===== config.mk =====
export PLATFORM = sky130hd
export DESIGN_NAME = tty_line_discipline_input_flat
export DESIGN_NICKNAME = d
export VERILOG_FILES = /design/src/hw/rtl/ttyld_pkg.sv /design/src/hw/rtl/ttyld_if.sv /design/src/hw/rtl/tty_line_discipline_input.sv /design/src/hw/rtl/ttyld_dp.sv /design/src/hw/rtl/ttyld_ctrl.sv /design/src/flat_wrapper.sv
export SDC_FILE = /design/constraint.sdc
export NUM_CORES = 1
export LEC_CHECK = 0
export ABC_AREA = 1
export BUFFER_PORTS_ARGS = -buffer_cell sky130_fd_sc_hd__buf_2
export CORE_MARGIN = 5
export CORE_UTILIZATION = 40
export DETAILED_ROUTE_END_ITERATION = 16
export SKIP_LAST_GASP = 1
export SLEW_MARGIN = 5
export SYNTH_ARGS = -nofsm -noshare
export SYNTH_HDL_FRONTEND = slang
export SYNTH_SLANG_ARGS = --single-unit

===== constraint.sdc =====
create_clock -name clk -period 14.3 [get_ports clk]
set_input_delay 1.43 -clock clk [delete_from_list [all_inputs] [get_ports clk]]
set_output_delay 1.43 -clock clk [all_outputs]
set_load 0.02 [all_outputs]

===== src/hw/rtl/ttyld_pkg.sv =====
// ----------------------------------------------------------------------------
// ttyld_pkg
// Shared types, character codes and command/status structs for the terminal
// input line discipline.
// ----------------------------------------------------------------------------
package ttyld_pkg;

  localparam int TTYLD_LINE_DEPTH = 64;

  // Register indexes on the configuration channel
  localparam logic [1:0] REG_INPUT_MODES  = 2'd0;
  localparam logic [1:0] REG_LOCAL_MODES  = 2'd1;
  localparam logic [1:0] REG_SIGNAL_CHARS = 2'd2;
  localparam logic [1:0] REG_EDIT_CHARS   = 2'd3;

  localparam logic [3:0]  INPUT_MODES_RST  = 4'h4;
  localparam logic [5:0]  LOCAL_MODES_RST  = 6'h3F;
  localparam logic [23:0] SIGNAL_CHARS_RST = 24'h1A1C03;
  localparam logic [31:0] EDIT_CHARS_RST   = 32'h0400157F;

  // Character codes
  localparam logic [7:0] CH_BS    = 8'h08;
  localparam logic [7:0] CH_TAB   = 8'h09;
  localparam logic [7:0] CH_NL    = 8'h0A;
  localparam logic [7:0] CH_CR    = 8'h0D;
  localparam logic [7:0] CH_SPACE = 8'h20;
  localparam logic [7:0] CH_QMARK = 8'h3F;
  localparam logic [7:0] CH_CARET = 8'h5E;
  localparam logic [7:0] CH_DEL   = 8'h7F;
  localparam logic [7:0] CTRL_LIMIT = 8'd32;
  localparam logic [7:0] CTRL_FLIP  = 8'h40;

  // Signal codes
  localparam logic [1:0] SIG_NONE = 2'd0;
  localparam logic [1:0] SIG_INT  = 2'd1;
  localparam logic [1:0] SIG_QUIT = 2'd2;
  localparam logic [1:0] SIG_SUSP = 2'd3;

  // Item classes decoded by the datapath
  localparam logic [2:0] CLS_IGNORE = 3'd0;
  localparam logic [2:0] CLS_SIGNAL = 3'd1;
  localparam logic [2:0] CLS_PLAIN  = 3'd2;
  localparam logic [2:0] CLS_ERASE  = 3'd3;
  localparam logic [2:0] CLS_KILL   = 3'd4;
  localparam logic [2:0] CLS_READ   = 3'd5;

  // Result kinds loaded into the output register
  localparam logic [1:0] OK_ZERO = 2'd0;
  localparam logic [1:0] OK_SIG  = 2'd1;
  localparam logic [1:0] OK_RECV = 2'd2;
  localparam logic [1:0] OK_RUN  = 2'd3;

  typedef struct packed {
    logic       in_ready;
    logic       latch;
    logic       start_run;
    logic       mem_rd;
    logic       inc_k;
    logic       clr_k;
    logic       set_n;
    logic       n_plus1;
    logic       load;
    logic [1:0] okind;
    logic       append;
    logic       commit;
  } cmd_t;

  typedef struct packed {
    logic       in_valid;
    logic [2:0] cls;
    logic       out_free;
    logic       k_eq_limit;
    logic       n_zero;
    logic       k_last;
    logic       stop_before;
    logic       stop_after;
  } st_t;

endpackage


===== src/hw/rtl/ttyld_if.sv =====
// ----------------------------------------------------------------------------
// ttyld channel interfaces
// Valid/ready channels for items, results and configuration writes.
// ----------------------------------------------------------------------------
interface ttyld_in_if;
  logic       valid;
  logic       ready;
  logic       operation;
  logic [7:0] in_byte;
  logic [6:0] read_count;

  modport source (output valid, operation, in_byte, read_count, input ready);
  modport sink (input valid, operation, in_byte, read_count, output ready);
endinterface

interface ttyld_out_if;
  logic        valid;
  logic        ready;
  logic [47:0] echo_bytes;
  logic [2:0]  echo_len;
  logic [1:0]  signal_code;
  logic        wake_reader;
  logic [7:0]  read_byte;
  logic        read_valid;
  logic        readable;
  logic        last;

  modport source (output valid, echo_bytes, echo_len, signal_code, wake_reader,
                  read_byte, read_valid, readable, last, input ready);
  modport sink (input valid, echo_bytes, echo_len, signal_code, wake_reader,
                read_byte, read_valid, readable, last, output ready);
endinterface

interface ttyld_cfg_if;
  logic        valid;
  logic        ready;
  logic [1:0]  index;
  logic [31:0] data;

  modport source (output valid, index, data, input ready);
  modport sink (input valid, index, data, output ready);
endinterface


===== src/hw/rtl/tty_line_discipline_input.sv =====
// ----------------------------------------------------------------------------
// tty_line_discipline_input
// Terminal input line discipline: receive translation, signals, canonical
// editing and a circular line store drained by read requests.
// ----------------------------------------------------------------------------
// Channels: in_ch carries one item per beat (operation 0 receives in_byte,
// operation 1 asks for up to read_count bytes). out_ch returns the results
// of that item, one per beat, the final one flagged by last. cfg_ch writes
// the four mode/character registers and is always ready; write only while
// no item is in flight.
// Throughput: one item at a time. A plain receive, signal or ignored CR
// loads its result from the decode state once the result register is
// free, and the controller then returns to idle for the next item. Erase,
// kill and read walk the line store through its single registered read
// port: a scan pass that reads and checks each inspected byte, then an
// emit pass that reads each byte again and loads one result for it.
// Reset: the configuration registers return to their defaults and the store
// is empty (level and front pointer cleared); no clearing pass is needed.
// Back-pressure: the result register holds while out_ch.ready is low and
// the controller waits; the next item is taken as soon as the controller
// is idle, even with the last result still pending.
// ----------------------------------------------------------------------------
module tty_line_discipline_input
  import ttyld_pkg::*;
#(
  parameter int LINE_DEPTH = TTYLD_LINE_DEPTH
) (
  input  logic         clk,
  input  logic         rst_n,
  ttyld_in_if.sink     in_ch,
  ttyld_out_if.source  out_ch,
  ttyld_cfg_if.sink    cfg_ch
);

  cmd_t cmd;
  st_t  st;

  ttyld_ctrl u_ctrl (
    .clk   (clk),
    .rst_n (rst_n),
    .st    (st),
    .cmd   (cmd)
  );

  ttyld_dp #(
    .LINE_DEPTH (LINE_DEPTH)
  ) u_dp (
    .clk    (clk),
    .rst_n  (rst_n),
    .in_ch  (in_ch),
    .out_ch (out_ch),
    .cfg_ch (cfg_ch),
    .cmd    (cmd),
    .st     (st)
  );

endmodule


===== src/hw/rtl/ttyld_dp.sv =====
// ----------------------------------------------------------------------------
// ttyld_dp
// Datapath: configuration registers, byte translation and classification,
// line store with its level and front pointer, run counters, result register.
// ----------------------------------------------------------------------------
module ttyld_dp
  import ttyld_pkg::*;
#(
  parameter int LINE_DEPTH = TTYLD_LINE_DEPTH
) (
  input  logic              clk,
  input  logic              rst_n,
  ttyld_in_if.sink          in_ch,
  ttyld_out_if.source       out_ch,
  ttyld_cfg_if.sink         cfg_ch,
  input  cmd_t              cmd,
  output st_t               st
);

  localparam int PTR_W  = $clog2(LINE_DEPTH);
  localparam int FILL_W = $clog2(LINE_DEPTH + 1);
  localparam logic [PTR_W:0]    DEPTH_W = (PTR_W + 1)'(LINE_DEPTH);
  localparam logic [FILL_W-1:0] DEPTH_F = FILL_W'(LINE_DEPTH);

  function automatic logic is_ctrl(input logic [7:0] b);
    return (b < CTRL_LIMIT) || (b == CH_DEL);
  endfunction

  function automatic logic [PTR_W-1:0] wrap(input logic [PTR_W:0] p);
    return (p >= DEPTH_W) ? PTR_W'(p - DEPTH_W) : p[PTR_W-1:0];
  endfunction

  // Configuration
  logic [3:0]  im_r;
  logic [5:0]  lm_r;
  logic [23:0] sc_r;
  logic [31:0] ec_r;

  assign cfg_ch.ready = 1'b1;

  always_ff @(posedge clk) begin
    if (!rst_n) begin
      im_r <= INPUT_MODES_RST;
      lm_r <= LOCAL_MODES_RST;
      sc_r <= SIGNAL_CHARS_RST;
      ec_r <= EDIT_CHARS_RST;
    end else if (cfg_ch.valid) begin
      case (cfg_ch.index)
        REG_INPUT_MODES:  im_r <= cfg_ch.data[3:0];
        REG_LOCAL_MODES:  lm_r <= cfg_ch.data[5:0];
        REG_SIGNAL_CHARS: sc_r <= cfg_ch.data[23:0];
        REG_EDIT_CHARS:   ec_r <= cfg_ch.data;
        default: ;
      endcase
    end
  end

  // Item registers
  logic       op_r;
  logic [7:0] raw_r;
  logic [6:0] count_r;

  assign in_ch.ready = cmd.in_ready;

  always_ff @(posedge clk) begin
    if (cmd.latch) begin
      op_r    <= in_ch.operation;
      raw_r   <= in_ch.in_byte;
      count_r <= in_ch.read_count;
    end
  end

  // Translation and classification of a received byte
  logic       canon;
  logic [7:0] c1, c2, cx;
  logic       ign_cr, erase_hit, kill_hit, le_hit, eof_hit;
  logic       append, nl_echo, wake, echo_on;
  logic [1:0] sig_code;
  logic [2:0] cls;
  logic [15:0] rx_echo;
  logic [2:0]  rx_len;

  assign canon = lm_r[4];

  always_comb begin
    c1 = im_r[0] ? {1'b0, raw_r[6:0]} : raw_r;
    ign_cr = (c1 == CH_CR) && im_r[1];
    c2 = ((c1 == CH_CR) && im_r[2]) ? CH_NL : c1;
    cx = (im_r[3] && (c2 == CH_NL)) ? CH_CR : c2;

    sig_code = SIG_NONE;
    if (lm_r[5]) begin
      if (cx == sc_r[7:0])        sig_code = SIG_INT;
      else if (cx == sc_r[15:8])  sig_code = SIG_QUIT;
      else if (cx == sc_r[23:16]) sig_code = SIG_SUSP;
    end

    erase_hit = canon && lm_r[1] &&
                ((cx == CH_BS) || (cx == CH_DEL) || (cx == ec_r[7:0]));
    kill_hit  = canon && lm_r[2] && (cx == ec_r[15:8]);
    eof_hit   = canon && (cx == ec_r[31:24]);
    le_hit    = canon && ((cx == CH_NL) || (cx == ec_r[23:16]) || eof_hit);
    append     = !eof_hit;
    nl_echo    = le_hit && !eof_hit && lm_r[3];
    wake       = !canon || le_hit;
    echo_on    = append && (nl_echo || lm_r[0]);

    rx_echo = 16'h0000;
    rx_len  = 3'd0;
    if (echo_on) begin
      if (((cx < CTRL_LIMIT) && (cx != CH_NL) && (cx != CH_TAB)) || (cx == CH_DEL)) begin
        rx_echo = {((cx == CH_DEL) ? CH_QMARK : (cx ^ CTRL_FLIP)), CH_CARET};
        rx_len  = 3'd2;
      end else if (canon && (cx == CH_NL)) begin
        rx_echo = {CH_NL, CH_CR};
        rx_len  = 3'd2;
      end else begin
        rx_echo = {8'h00, cx};
        rx_len  = 3'd1;
      end
    end

    if (op_r)                  cls = CLS_READ;
    else if (ign_cr)           cls = CLS_IGNORE;
    else if (sig_code != SIG_NONE) cls = CLS_SIGNAL;
    else if (erase_hit)        cls = CLS_ERASE;
    else if (kill_hit)         cls = CLS_KILL;
    else                       cls = CLS_PLAIN;
  end

  // Line store state and run counters
  logic [FILL_W-1:0] fill_r, fill_nxt;
  logic [PTR_W-1:0]  front_r, front_nxt;
  logic [FILL_W-1:0] k_r, n_r, limit_r;
  logic              back_r;
  logic [7:0]        rd_data_r;
  logic [7:0]        mem [LINE_DEPTH];

  logic              wr_en;
  logic [PTR_W-1:0]  wr_addr, rd_addr, rd_off;
  logic [FILL_W-1:0] cnt_f, run_limit;

  // EOF is never stored
  assign wr_en   = cmd.append && append && (fill_r < DEPTH_F);
  assign wr_addr = wrap((PTR_W + 1)'(front_r) + (PTR_W + 1)'(fill_r));
  assign rd_off  = back_r ? PTR_W'(fill_r - k_r - FILL_W'(1)) : PTR_W'(k_r);
  assign rd_addr = wrap((PTR_W + 1)'(front_r) + (PTR_W + 1)'(rd_off));

  always_comb begin
    cnt_f = (count_r < 7'(fill_r)) ? FILL_W'(count_r) : fill_r;
    case (cls)
      CLS_READ:  run_limit = cnt_f;
      CLS_ERASE: run_limit = (fill_r != '0) ? FILL_W'(1) : '0;
      default:   run_limit = fill_r;
    endcase
  end

  always_comb begin
    fill_nxt  = fill_r;
    front_nxt = front_r;
    if (wr_en) fill_nxt = fill_r + FILL_W'(1);
    if (cmd.commit) begin
      fill_nxt = fill_r - n_r;
      if (!back_r) front_nxt = wrap((PTR_W + 1)'(front_r) + (PTR_W + 1)'(n_r));
    end
  end

  always_ff @(posedge clk) begin
    if (!rst_n) begin
      fill_r  <= '0;
      front_r <= '0;
    end else begin
      fill_r  <= fill_nxt;
      front_r <= front_nxt;
    end
  end

  always_ff @(posedge clk) begin
    if (wr_en) mem[wr_addr] <= cx;
    if (cmd.mem_rd) rd_data_r <= mem[rd_addr];
  end

  always_ff @(posedge clk) begin
    if (!rst_n) begin
      k_r     <= '0;
      n_r     <= '0;
      limit_r <= '0;
      back_r  <= 1'b0;
    end else begin
      if (cmd.start_run) begin
        limit_r <= run_limit;
        back_r  <= (cls != CLS_READ);
      end
      if (cmd.start_run || cmd.clr_k) k_r <= '0;
      else if (cmd.inc_k)             k_r <= k_r + FILL_W'(1);
      if (cmd.set_n) n_r <= cmd.n_plus1 ? k_r + FILL_W'(1) : k_r;
    end
  end

  // Result register
  logic        out_valid_r;
  logic [47:0] echo_bytes_r;
  logic [2:0]  echo_len_r;
  logic [1:0]  signal_code_r;
  logic        wake_r, read_valid_r, readable_r, last_r;
  logic [7:0]  read_byte_r;
  logic        k_last;

  assign k_last = (FILL_W'(k_r + FILL_W'(1)) == n_r);

  always_ff @(posedge clk) begin
    if (!rst_n) begin
      out_valid_r <= 1'b0;
    end else if (cmd.load) begin
      out_valid_r <= 1'b1;
    end else if (out_ch.ready) begin
      out_valid_r <= 1'b0;
    end
  end

  always_ff @(posedge clk) begin
    if (cmd.load) begin
      echo_bytes_r  <= '0;
      echo_len_r    <= 3'd0;
      signal_code_r <= SIG_NONE;
      wake_r        <= 1'b0;
      read_byte_r   <= 8'h00;
      read_valid_r  <= 1'b0;
      readable_r    <= (fill_r != '0);
      last_r        <= 1'b1;
      case (cmd.okind)
        OK_SIG: signal_code_r <= sig_code;
        OK_RECV: begin
          echo_bytes_r <= {32'h0, rx_echo};
          echo_len_r   <= rx_len;
          wake_r       <= wake;
          readable_r   <= (fill_r != '0) || append;
        end
        OK_RUN: begin
          readable_r <= (fill_r != n_r);
          last_r     <= k_last;
          if (back_r) begin
            if (is_ctrl(rd_data_r)) begin
              echo_bytes_r <= {CH_BS, CH_BS, CH_SPACE, CH_SPACE, CH_BS, CH_BS};
              echo_len_r   <= 3'd6;
            end else begin
              echo_bytes_r <= {24'h0, CH_BS, CH_SPACE, CH_BS};
              echo_len_r   <= 3'd3;
            end
          end else begin
            read_byte_r  <= rd_data_r;
            read_valid_r <= 1'b1;
          end
        end
        default: ;
      endcase
    end
  end

  assign out_ch.valid       = out_valid_r;
  assign out_ch.echo_bytes  = echo_bytes_r;
  assign out_ch.echo_len    = echo_len_r;
  assign out_ch.signal_code = signal_code_r;
  assign out_ch.wake_reader = wake_r;
  assign out_ch.read_byte   = read_byte_r;
  assign out_ch.read_valid  = read_valid_r;
  assign out_ch.readable    = readable_r;
  assign out_ch.last        = last_r;

  // Status to the controller
  logic rd_line_end;
  assign rd_line_end = canon && ((rd_data_r == CH_NL) || (rd_data_r == ec_r[23:16]) ||
                                 (rd_data_r == ec_r[31:24]));

  always_comb begin
    st.in_valid    = in_ch.valid;
    st.cls         = cls;
    st.out_free    = !out_valid_r || out_ch.ready;
    st.k_eq_limit  = (k_r == limit_r);
    st.n_zero      = (n_r == '0);
    st.k_last      = k_last;
    st.stop_before = back_r && (rd_data_r == CH_NL);
    st.stop_after  = !back_r && rd_line_end;
  end

  a_fill_bound: assert property (@(posedge clk) disable iff (!rst_n)
    fill_r <= DEPTH_F)
    else $error("line store level beyond depth");

  a_commit_level: assert property (@(posedge clk) disable iff (!rst_n)
    cmd.commit |=> fill_r == $past(fill_r - n_r))
    else $error("run commit left a wrong level");

endmodule


===== src/hw/rtl/ttyld_ctrl.sv =====
// ----------------------------------------------------------------------------
// ttyld_ctrl
// Controller: takes an item, dispatches single results, and sequences the
// scan and emit passes of erase, kill and read runs over the line store.
// ----------------------------------------------------------------------------
module ttyld_ctrl
  import ttyld_pkg::*;
(
  input  logic clk,
  input  logic rst_n,
  input  st_t  st,
  output cmd_t cmd
);

  localparam logic [2:0] ST_IDLE      = 3'd0;
  localparam logic [2:0] ST_DECODE    = 3'd1;
  localparam logic [2:0] ST_SCAN_RD   = 3'd2;
  localparam logic [2:0] ST_SCAN_CHK  = 3'd3;
  localparam logic [2:0] ST_RUN_START = 3'd4;
  localparam logic [2:0] ST_EMIT_RD   = 3'd5;
  localparam logic [2:0] ST_EMIT_OUT  = 3'd6;

  logic [2:0] state_r, state_nxt;

  always_comb begin
    cmd       = '0;
    state_nxt = state_r;
    case (state_r)
      ST_IDLE: begin
        cmd.in_ready = 1'b1;
        if (st.in_valid) begin
          cmd.latch = 1'b1;
          state_nxt = ST_DECODE;
        end
      end
      ST_DECODE: begin
        if ((st.cls == CLS_ERASE) || (st.cls == CLS_KILL) || (st.cls == CLS_READ)) begin
          cmd.start_run = 1'b1;
          state_nxt     = ST_SCAN_RD;
        end else if (st.out_free) begin
          cmd.load = 1'b1;
          case (st.cls)
            CLS_SIGNAL: cmd.okind = OK_SIG;
            CLS_PLAIN: begin
              cmd.okind  = OK_RECV;
              cmd.append = 1'b1;
            end
            default:    cmd.okind = OK_ZERO;
          endcase
          state_nxt = ST_IDLE;
        end
      end
      ST_SCAN_RD: begin
        if (st.k_eq_limit) begin
          cmd.set_n = 1'b1;
          state_nxt = ST_RUN_START;
        end else begin
          cmd.mem_rd = 1'b1;
          state_nxt  = ST_SCAN_CHK;
        end
      end
      ST_SCAN_CHK: begin
        // stop short of a newline when erasing, just after a line end when reading
        if (st.stop_before) begin
          cmd.set_n = 1'b1;
          state_nxt = ST_RUN_START;
        end else if (st.stop_after) begin
          cmd.set_n   = 1'b1;
          cmd.n_plus1 = 1'b1;
          state_nxt   = ST_RUN_START;
        end else begin
          cmd.inc_k = 1'b1;
          state_nxt = ST_SCAN_RD;
        end
      end
      ST_RUN_START: begin
        if (!st.n_zero) begin
          cmd.clr_k = 1'b1;
          state_nxt = ST_EMIT_RD;
        end else if (st.out_free) begin
          cmd.load  = 1'b1;
          cmd.okind = OK_ZERO;
          state_nxt = ST_IDLE;
        end
      end
      ST_EMIT_RD: begin
        cmd.mem_rd = 1'b1;
        state_nxt  = ST_EMIT_OUT;
      end
      ST_EMIT_OUT: begin
        if (st.out_free) begin
          cmd.load  = 1'b1;
          cmd.okind = OK_RUN;
          cmd.inc_k = 1'b1;
          if (st.k_last) begin
            cmd.commit = 1'b1;
            state_nxt  = ST_IDLE;
          end else begin
            state_nxt = ST_EMIT_RD;
          end
        end
      end
      default: state_nxt = ST_IDLE;
    endcase
  end

  always_ff @(posedge clk) begin
    if (!rst_n) begin
      state_r <= ST_IDLE;
    end else begin
      state_r <= state_nxt;
    end
  end

  a_load_free: assert property (@(posedge clk) disable iff (!rst_n)
    cmd.load |-> st.out_free)
    else $error("result loaded over an untaken beat");

  a_commit_last: assert property (@(posedge clk) disable iff (!rst_n)
    cmd.commit |-> (cmd.load && st.k_last && (state_r == ST_EMIT_OUT)))
    else $error("run committed before its last result");

endmodule


===== src/flat_wrapper.sv =====
// flat-port wrapper written by rule: the top's interface ports become plain ports
module tty_line_discipline_input_flat import ttyld_pkg::*;
#(
  parameter int LINE_DEPTH = TTYLD_LINE_DEPTH
)
  (clk, rst_n, in_ch_valid, in_ch_operation, in_ch_in_byte, in_ch_read_count, in_ch_ready, out_ch_valid, out_ch_echo_bytes, out_ch_echo_len, out_ch_signal_code, out_ch_wake_reader, out_ch_read_byte, out_ch_read_valid, out_ch_readable, out_ch_last, out_ch_ready, cfg_ch_valid, cfg_ch_index, cfg_ch_data, cfg_ch_ready);
  ttyld_in_if in_ch_i ();
  ttyld_out_if out_ch_i ();
  ttyld_cfg_if cfg_ch_i ();
  input  logic clk;
  input  logic rst_n;
  input wire logic [$bits(in_ch_i.valid)-1:0] in_ch_valid;
  input wire logic [$bits(in_ch_i.operation)-1:0] in_ch_operation;
  input wire logic [$bits(in_ch_i.in_byte)-1:0] in_ch_in_byte;
  input wire logic [$bits(in_ch_i.read_count)-1:0] in_ch_read_count;
  output wire logic [$bits(in_ch_i.ready)-1:0] in_ch_ready;
  output wire logic [$bits(out_ch_i.valid)-1:0] out_ch_valid;
  output wire logic [$bits(out_ch_i.echo_bytes)-1:0] out_ch_echo_bytes;
  output wire logic [$bits(out_ch_i.echo_len)-1:0] out_ch_echo_len;
  output wire logic [$bits(out_ch_i.signal_code)-1:0] out_ch_signal_code;
  output wire logic [$bits(out_ch_i.wake_reader)-1:0] out_ch_wake_reader;
  output wire logic [$bits(out_ch_i.read_byte)-1:0] out_ch_read_byte;
  output wire logic [$bits(out_ch_i.read_valid)-1:0] out_ch_read_valid;
  output wire logic [$bits(out_ch_i.readable)-1:0] out_ch_readable;
  output wire logic [$bits(out_ch_i.last)-1:0] out_ch_last;
  input wire logic [$bits(out_ch_i.ready)-1:0] out_ch_ready;
  input wire logic [$bits(cfg_ch_i.valid)-1:0] cfg_ch_valid;
  input wire logic [$bits(cfg_ch_i.index)-1:0] cfg_ch_index;
  input wire logic [$bits(cfg_ch_i.data)-1:0] cfg_ch_data;
  output wire logic [$bits(cfg_ch_i.ready)-1:0] cfg_ch_ready;
  assign in_ch_i.valid = in_ch_valid;
  assign in_ch_i.operation = in_ch_operation;
  assign in_ch_i.in_byte = in_ch_in_byte;
  assign in_ch_i.read_count = in_ch_read_count;
  assign in_ch_ready = in_ch_i.ready;
  assign out_ch_valid = out_ch_i.valid;
  assign out_ch_echo_bytes = out_ch_i.echo_bytes;
  assign out_ch_echo_len = out_ch_i.echo_len;
  assign out_ch_signal_code = out_ch_i.signal_code;
  assign out_ch_wake_reader = out_ch_i.wake_reader;
  assign out_ch_read_byte = out_ch_i.read_byte;
  assign out_ch_read_valid = out_ch_i.read_valid;
  assign out_ch_readable = out_ch_i.readable;
  assign out_ch_last = out_ch_i.last;
  assign out_ch_i.ready = out_ch_ready;
  assign cfg_ch_i.valid = cfg_ch_valid;
  assign cfg_ch_i.index = cfg_ch_index;
  assign cfg_ch_i.data = cfg_ch_data;
  assign cfg_ch_ready = cfg_ch_i.ready;
  tty_line_discipline_input #(.LINE_DEPTH(LINE_DEPTH)) u_core (.clk(clk), .rst_n(rst_n), .in_ch(in_ch_i), .out_ch(out_ch_i), .cfg_ch(cfg_ch_i));
endmodule

# == Word level (Yosys, flattened, before mapping) ==
# Memories as Yosys holds them, arrays and structs flattened. A register that Yosys moved wholly into a read port is not among the register bits.
# Index checks and enable logic that the tools add are counted.
# W data, S select, Z words.
# classes
n_reduce_logical,54
eq_ne,41
n_addsub,11
multipliers,0
div_mod_pow,0
shifts,0
order_cmp,7
n_mux,81
n_bitwise,4
# ops
cell,n
$mux W44,2
$pmux W44 S2,1
$eq A8 B8 Y1,9
$mux W3,19
$eq A8 B4 Y1 const B,5
$mux W16,2
$mux W8,4
$mux W7,4
$mux W1,24
$mux W6,4
$sub A6 B1 Y6 const B,4
$ge A7 B7 Y1 const B,3
$pmux W3 S7,1
$logic_and A1 B1 Y1,20
$mux W2,9
$eq A8 B7 Y1 const B,2
$lt A8 B6 Y1 const B,2
$ne A8 B4 Y1 const B,2
$eq A3 B3 Y1 const B,5
$logic_or A1 B1 Y1,15
$add A6 B7 Y7,2
$add A7 B1 Y7 const B,2
$eq A7 B7 Y1,2
$pmux W7 S2,1
other kinds (28),54
# word_totals
elab_cells,222
latch_bits,0
out_inout_bits,68
inputBits,55
n_memories,1
mem_bits_rw,512
ff_bits,186
romBits,0
# memory_table
name,words,width,read_ports,rd_ports_with_merged_regs,wr,line_no,source
u_core.u_dp.mem,64,8,1,1,1,ttyld_dp.sv:137,logic [7:0] mem [LINE_DEPTH];

# == Logic depth before layout (Yosys ltp) ==
# depth
word_depth,25
depth_mapped,26
ltp_nobuf,25

# == Modules after synthesis ==
# From an unflattened synthesis, not the netlist that was laid out.
# hier_totals
hier_cells,2533
hier_area_um2,29822.4
# modules_own_cells
module,seq_area_each_um2,cells_each,instances,area_each_um2
ttyld_dp,19158.4,2454,1,29429.5
ttyld_ctrl,60.1,79,1,392.9

# == Worst setup path before layout ==
# OpenSTA, ideal clock, no wires.
# synth_timing
path_kind,reg2reg
from,register u_core.u_dp.raw_r[6]
to,"register u_core.u_dp.echo_bytes_r[0], in the netlist u_core.u_dp.out_ch.echo_bytes[0] (enable)"
stages_incl_launch_ff,20
t_arrival_ps,5123
path_buffers,0
required_ps,13828
path_slack_ps,8704
synth_period_minus_slack_ps,5596
setup_ps,472
cell_sequence,edfxtp_1 -> nor2_2 -> nand2_1 -> nor2_4 -> nand3_2 -> nand2_1 -> nand2_2 -> inv_1 -> nor2_1 -> nor2_1 -> nand3_1 -> nand2_1 -> nand2_1 -> nand3_2 -> nand2_1 -> nand2_1 -> nand2_1 -> inv_1 -> nand2_1 -> o21ai_0
# synth_rtl
item,line_no,source
"start, declared",ttyld_dp.sv:60,logic [7:0] raw_r;
"start signal, assigned",ttyld_dp.sv:68,raw_r <= in_ch.in_byte;
"end signal, assigned",ttyld_dp.sv:234,"echo_bytes_r <= {32'h0, rx_echo};"
"end signal, assigned",ttyld_dp.sv:244,"echo_bytes_r <= {CH_BS, CH_BS, CH_SPACE, CH_SPACE, CH_BS, CH_BS};"
"end signal, assigned",ttyld_dp.sv:247,"echo_bytes_r <= {24'h0, CH_BS, CH_SPACE, CH_BS};"
"end, declared",ttyld_dp.sv:202,logic [47:0] echo_bytes_r;

# == Worst setup path in the final report ==
# layout_timing
from,register u_core.u_dp.raw_r[3]
to,memory u_core.u_dp.mem[1][5] (enable)
# layout_between
elab_chain_len,25
word_cells_on_any_way,46
classes_between,eq/ne: 14; mux: 18; reduce/logical: 14
# layout_rtl
item,line_no,source
$mux W8 (*),ttyld_dp.sv:86,"c1 = im_r[0] ? {1'b0, raw_r[6:0]} : raw_r;"
$eq A8 B4 Y1,"ttyld_dp.sv:87, ttyld_dp.sv:88",
$logic_and A1 B1 Y1,ttyld_dp.sv:88,c2 = ((c1 == CH_CR) && im_r[2]) ? CH_NL : c1;
$mux W8,ttyld_dp.sv:88,
$eq A8 B4 Y1,ttyld_dp.sv:89,cx = (im_r[3] && (c2 == CH_NL)) ? CH_CR : c2;
$logic_and A1 B1 Y1,ttyld_dp.sv:89,
$mux W8,ttyld_dp.sv:89,
$eq A8 B8 Y1,ttyld_dp.sv:95,else if (cx == sc_r[23:16]) sig_code = SIG_SUSP;
(+8 left out),--,
"$eq A3 B2 Y1, or another cell as far along",ttyld_ctrl.sv:42,case (st.cls)
$mux W1 or $logic_or A1 B1 Y1 (tied branches),"ttyld_ctrl.sv:42, ttyld_ctrl.sv:37",
$mux W4 or $logic_or A1 B1 Y1 (tied branches),"ttyld_ctrl.sv:40, ttyld_ctrl.sv:37",
$mux W4,ttyld_ctrl.sv:37,if ((st.cls == CLS_ERASE) || (st.cls == CLS_KILL) || (st.cls == CLS_READ)) begin
$mux W1,ttyld_ctrl.sv:28,case (state_r)
$logic_and A1 B1 Y1 (*) (2 in a row),ttyld_dp.sv:144,assign wr_en = cmd.append && append && (fill_r < DEPTH_F);
$mux W1 (*),ttyld_dp.sv:179,if (wr_en) mem[wr_addr] <= cx;
$mux W1 (not written as such) (*),ttyld_dp.sv:179,
"end, declared",ttyld_dp.sv:137,
# Mark *: on every way between the ends. The rest lies on a longest branch, timed or not.

==> impl_metrics.yaml <==
status:
  status: "finished clean"
sta:
  setup_viol: 0
  fin_crit_sh_pct: 40.57
  max_slew_margin_pct: 19.21
  min_period_ns: 5.802
  rsz0062_at_grt: "false"
  setup-tns-final_ns: 0
  setup_slack_ns: 8.498
  fin_skew_ns: 0.02535
  hold_viol: 0
  worstMarginPinSlew_ns: 1.210
  fmax_mhz: 172.4
  final-max-slew-violation-count: 0
cells_and_area:
  fin_nets: 2650
  seqCellArea_mm2: 0.01922
  diodes: 0
  drive_gt1_share_pct: 10.50
  nFillCells: 6575
  fin_cells: 3568
  multi_input_area_mm2: 0.009158
  area_growth_pct: 12.08
  postLayoutCoreUtil_pct: 45.33
worst_setup_path:
  cp_common_cell: "nand2_2"
  path_max_fanout: 72
  critPathLaunchType: "flip-flop"
  r2r-end: "u_core.u_dp.mem[1][5]"
  critPathSlowestCell: "buf_4"
  arrival_ns: 6.04
  rr_startpoint: "u_core.u_dp.raw_r[3]"
  worstPathCellList: "buf_4 > inv_1 > nor3_1 > nand3_2 > nand2_2 > buf_4 > nand4_1 > nand2_1 > inv_1 > nand2_2 > nand2_2 > nand2_1 > nand2_2 > nor3_4 > nand4_4 > nor2_8 > nand2_4 > nor2_1"
  r2r_cells: 18
  worst-setup-path-type: "reg2reg"
  reg2reg_slack_ns: 8.50
  crit_path_max_incr_delay_ns: 0.74
  setup.worst_path.end_class: "flip-flop"
  cp.required_ns: 14.53
cts:
  cts_made_buffers: 71
  clkSlewWorstSetupHoldPaths_ns: 0.07
  root_buffer: "clkbuf_16"
  tritoncts: "done"
  clock_path_buffers: 3
  cts_setup_buffers: 0
  postCtsHoldBufs: 0
  cts_sinks: 675
  post_cts_resized: 0
  h-tree-depth: 3
  clk_latency_ns: 0.62
floorplanning:
  fp.dieArea_mm2: 0.07944
  fp.dieW_um: 281.9
  fp-row-count: 99
  core_area_mm2: 0.07308
  io_pins: 123
  die_y_um: 281.9
  initial_core_util_pct: 40.45
pwr:
  leakage_nw: 11.50
  ir_drop_mv: 0.08190
  total_power_mw: 4.855
  p_per_area_mw_per_mm2: 146.5
synthesis:
  ys_types: 50
  avgSynthCellArea_um2: 11.82
  ys_warn_count: 0
  ys_ff_latch: 675
  async_flop_share_pct: 0
  synth-edff-count: 570
  synthCells: 2501
  ys.flop_type: "edfxtp_1"
  ys_seq_area_share_pct: 65.01
  synth_area_mm2: 0.02956
grt:
  grt_pass1_vias: 19630
  grt_pass1_wl_um: 117200
  grt_start_max_net_pins: 108
  grt.overflow.total: 0
  grt_use_total_pct: 19.06
  antenna_found_initial: 0
placed_design:
  io_buffers: 94
  dp_hpwl_um: 48830
  place_ws_ns: 8.530
  dp_cells: 3441
  gp_congestion: 0.8680
route:
  ant_nets: 0
  wl_per_cell_um: 21.78
  drc: 0
  wirelength_um: 77710
  via_per_inst: 5.612
  via_count: 20030
  drtIter0Drc: 1850
  dr.pass1.iters: 5
flow_run:
  maxCapViolCount: 0
hold_path:
  hold_depth: 2
  hp-class: "reg2reg"
  holdPathEnd: "u_core.u_dp.lm_r[1]"
  worstHoldStart: "u_core.u_dp.lm_r[1]"
## cell families (layout without fill, tap and decap cells)
group,count (synthesis),count (layout),synth area share [%]
compound gates,508,508,10.95
buf+inv,318,399,4.563
fa+ha+maj,40,40,1.820
flops,675,675,65.01
xor+xnor,70,70,2.074
mux,129,129,4.368
simple gates,759,759,11.19
other cells,2,29,0.02540
## stage by stage
stage	hold slack, ns	area [um^2]
floorplan	0.4287	29660
global placement	0.4414	30810
detailed placement	0.4500	30810
CTS	0.4654	33130
global route	0.4869	33130
finish	0.4719	33130
## power breakdown
part / total [mW] / switching, mW / leakage (nW) / internal [mW]
combinational: 0.754 / 0.537 / 4.38 / 0.217
clock: 1.84 / 0.764 / 1.13 / 1.08
sequential: 2.26 / 0.0327 / 6.00 / 2.22
total: 4.85 / 1.33 / 11.5 / 3.52
## flip-flops by register name, summed over array words and instances, names as in the netlist, 2 cells and up
register and count:
u_core.u_dp.ec_r 32, u_core.u_dp.sc_r 24, u_core.u_dp.n_r 7, u_core.u_dp.fill_r 7, u_core.u_dp.rd_data_r 8, u_core.u_dp.lm_r 6, u_core.u_dp.k_r 7, u_core.u_dp.out_ch.read_byte 8
u_core.u_dp.out_ch.signal_code 2, u_core.u_dp.front_r 6, u_core.u_dp.out_ch.echo_len 2, u_core.u_dp.limit_r 7, u_core.u_ctrl.state_r 3, u_core.u_dp.count_r 7, u_core.u_dp.raw_r 8, u_core.u_dp.im_r 4
u_core.u_dp.mem 512, u_core.u_dp.out_ch.echo_bytes 18
## worst max-delay path by stage
| stage | startpoint | to | cells after the start |
|---|---|---|---|
| CTS | u_core.u_dp.raw_r[3] | u_core.u_dp.mem[18][0] | 18 |
| floorplan | u_core.u_dp.raw_r[6] | u_core.u_dp.out_ch.echo_bytes[0] | 19 |
| global placement | u_core.u_dp.raw_r[3] | u_core.u_dp.mem[51][4] | 18 |
| global route | u_core.u_dp.raw_r[3] | u_core.u_dp.mem[22][5] | 18 |
| finish | u_core.u_dp.raw_r[3] | u_core.u_dp.mem[1][5] | 18 |
| detailed placement | u_core.u_dp.raw_r[3] | u_core.u_dp.mem[1][5] | 18 |
## layer usage
layer	wire length, um	share of wire [%]	vias to the layer above	track usage (%)
li1	-	-	9209	-
met1	32940	42	9872	26.04
met2	37140	48	803	31.44
met3	5555	7.1	141	3.362
met4	2072	2.7	0	5.649
met5	0	0	-	0
## area by class of cell
class                   instances  share of cell area [%]
repair buffers                120                   2.009
flip-flops and latches        675                   58.01
clock buffers                  83                   5.593
clock inverters                44                   1.405
inverters                     152                   1.726
multi-input cells            1535                   27.64
well taps                     959                   3.622
## worst max-delay path: cells and delay by family (launching register included)
| kind | cells | cell delay (ns) |
|---|---|---|
| AND/OR/NAND/NOR | 14 | 3.11 |
| buffers and inverters | 4 | 1.93 |
| flip-flops | 1 | 0.32 |
## cell usage after synthesis, drive strengths merged, types with 35 or more instances
cell type  number  share of area, %
edfxtp        570                58
nor2          358               4.7
o21ai         227               3.8
nand2         216               3.0
inv           147               1.9
o221ai        130               3.9
mux2i         129               4.4
nand3         122               2.1
clkbuf        114               1.4
dfxtp         105               7.1
a21oi          71               1.2
xor2           53               1.6
buf            52               1.2
ha             35               1.5
## placed cells by master, fill, tap and decap left out, types with 4 or more instances in the layout
master / count
buf_2: 94
buf_4: 26
o22ai_1: 5
conb_1: 29
fa_1: 4
nand4_1: 22
nand2_1: 198
nor4_1: 11
xnor2_1: 16
a211oi_1: 19
clkinv_1: 22
clkbuf_16: 72
a31oi_1: 16
nor2_2: 4
xor2_1: 52
dfxtp_1: 105
nand3_1: 119
ha_1: 34
nor2_1: 351
edfxtp_1: 570
inv_6: 4
o21ai_0: 226
clkbuf_1: 10
o221ai_1: 130
a221oi_1: 10
a21oi_1: 71
a31o_2: 8
o211ai_1: 10
inv_2: 5
nand2_4: 8
inv_1: 141
nor3_1: 20
bufinv_16: 8
clkinv_2: 10
mux2i_1: 129
nand2_2: 10
Note: power is estimated with default switching activity, not from simulation.
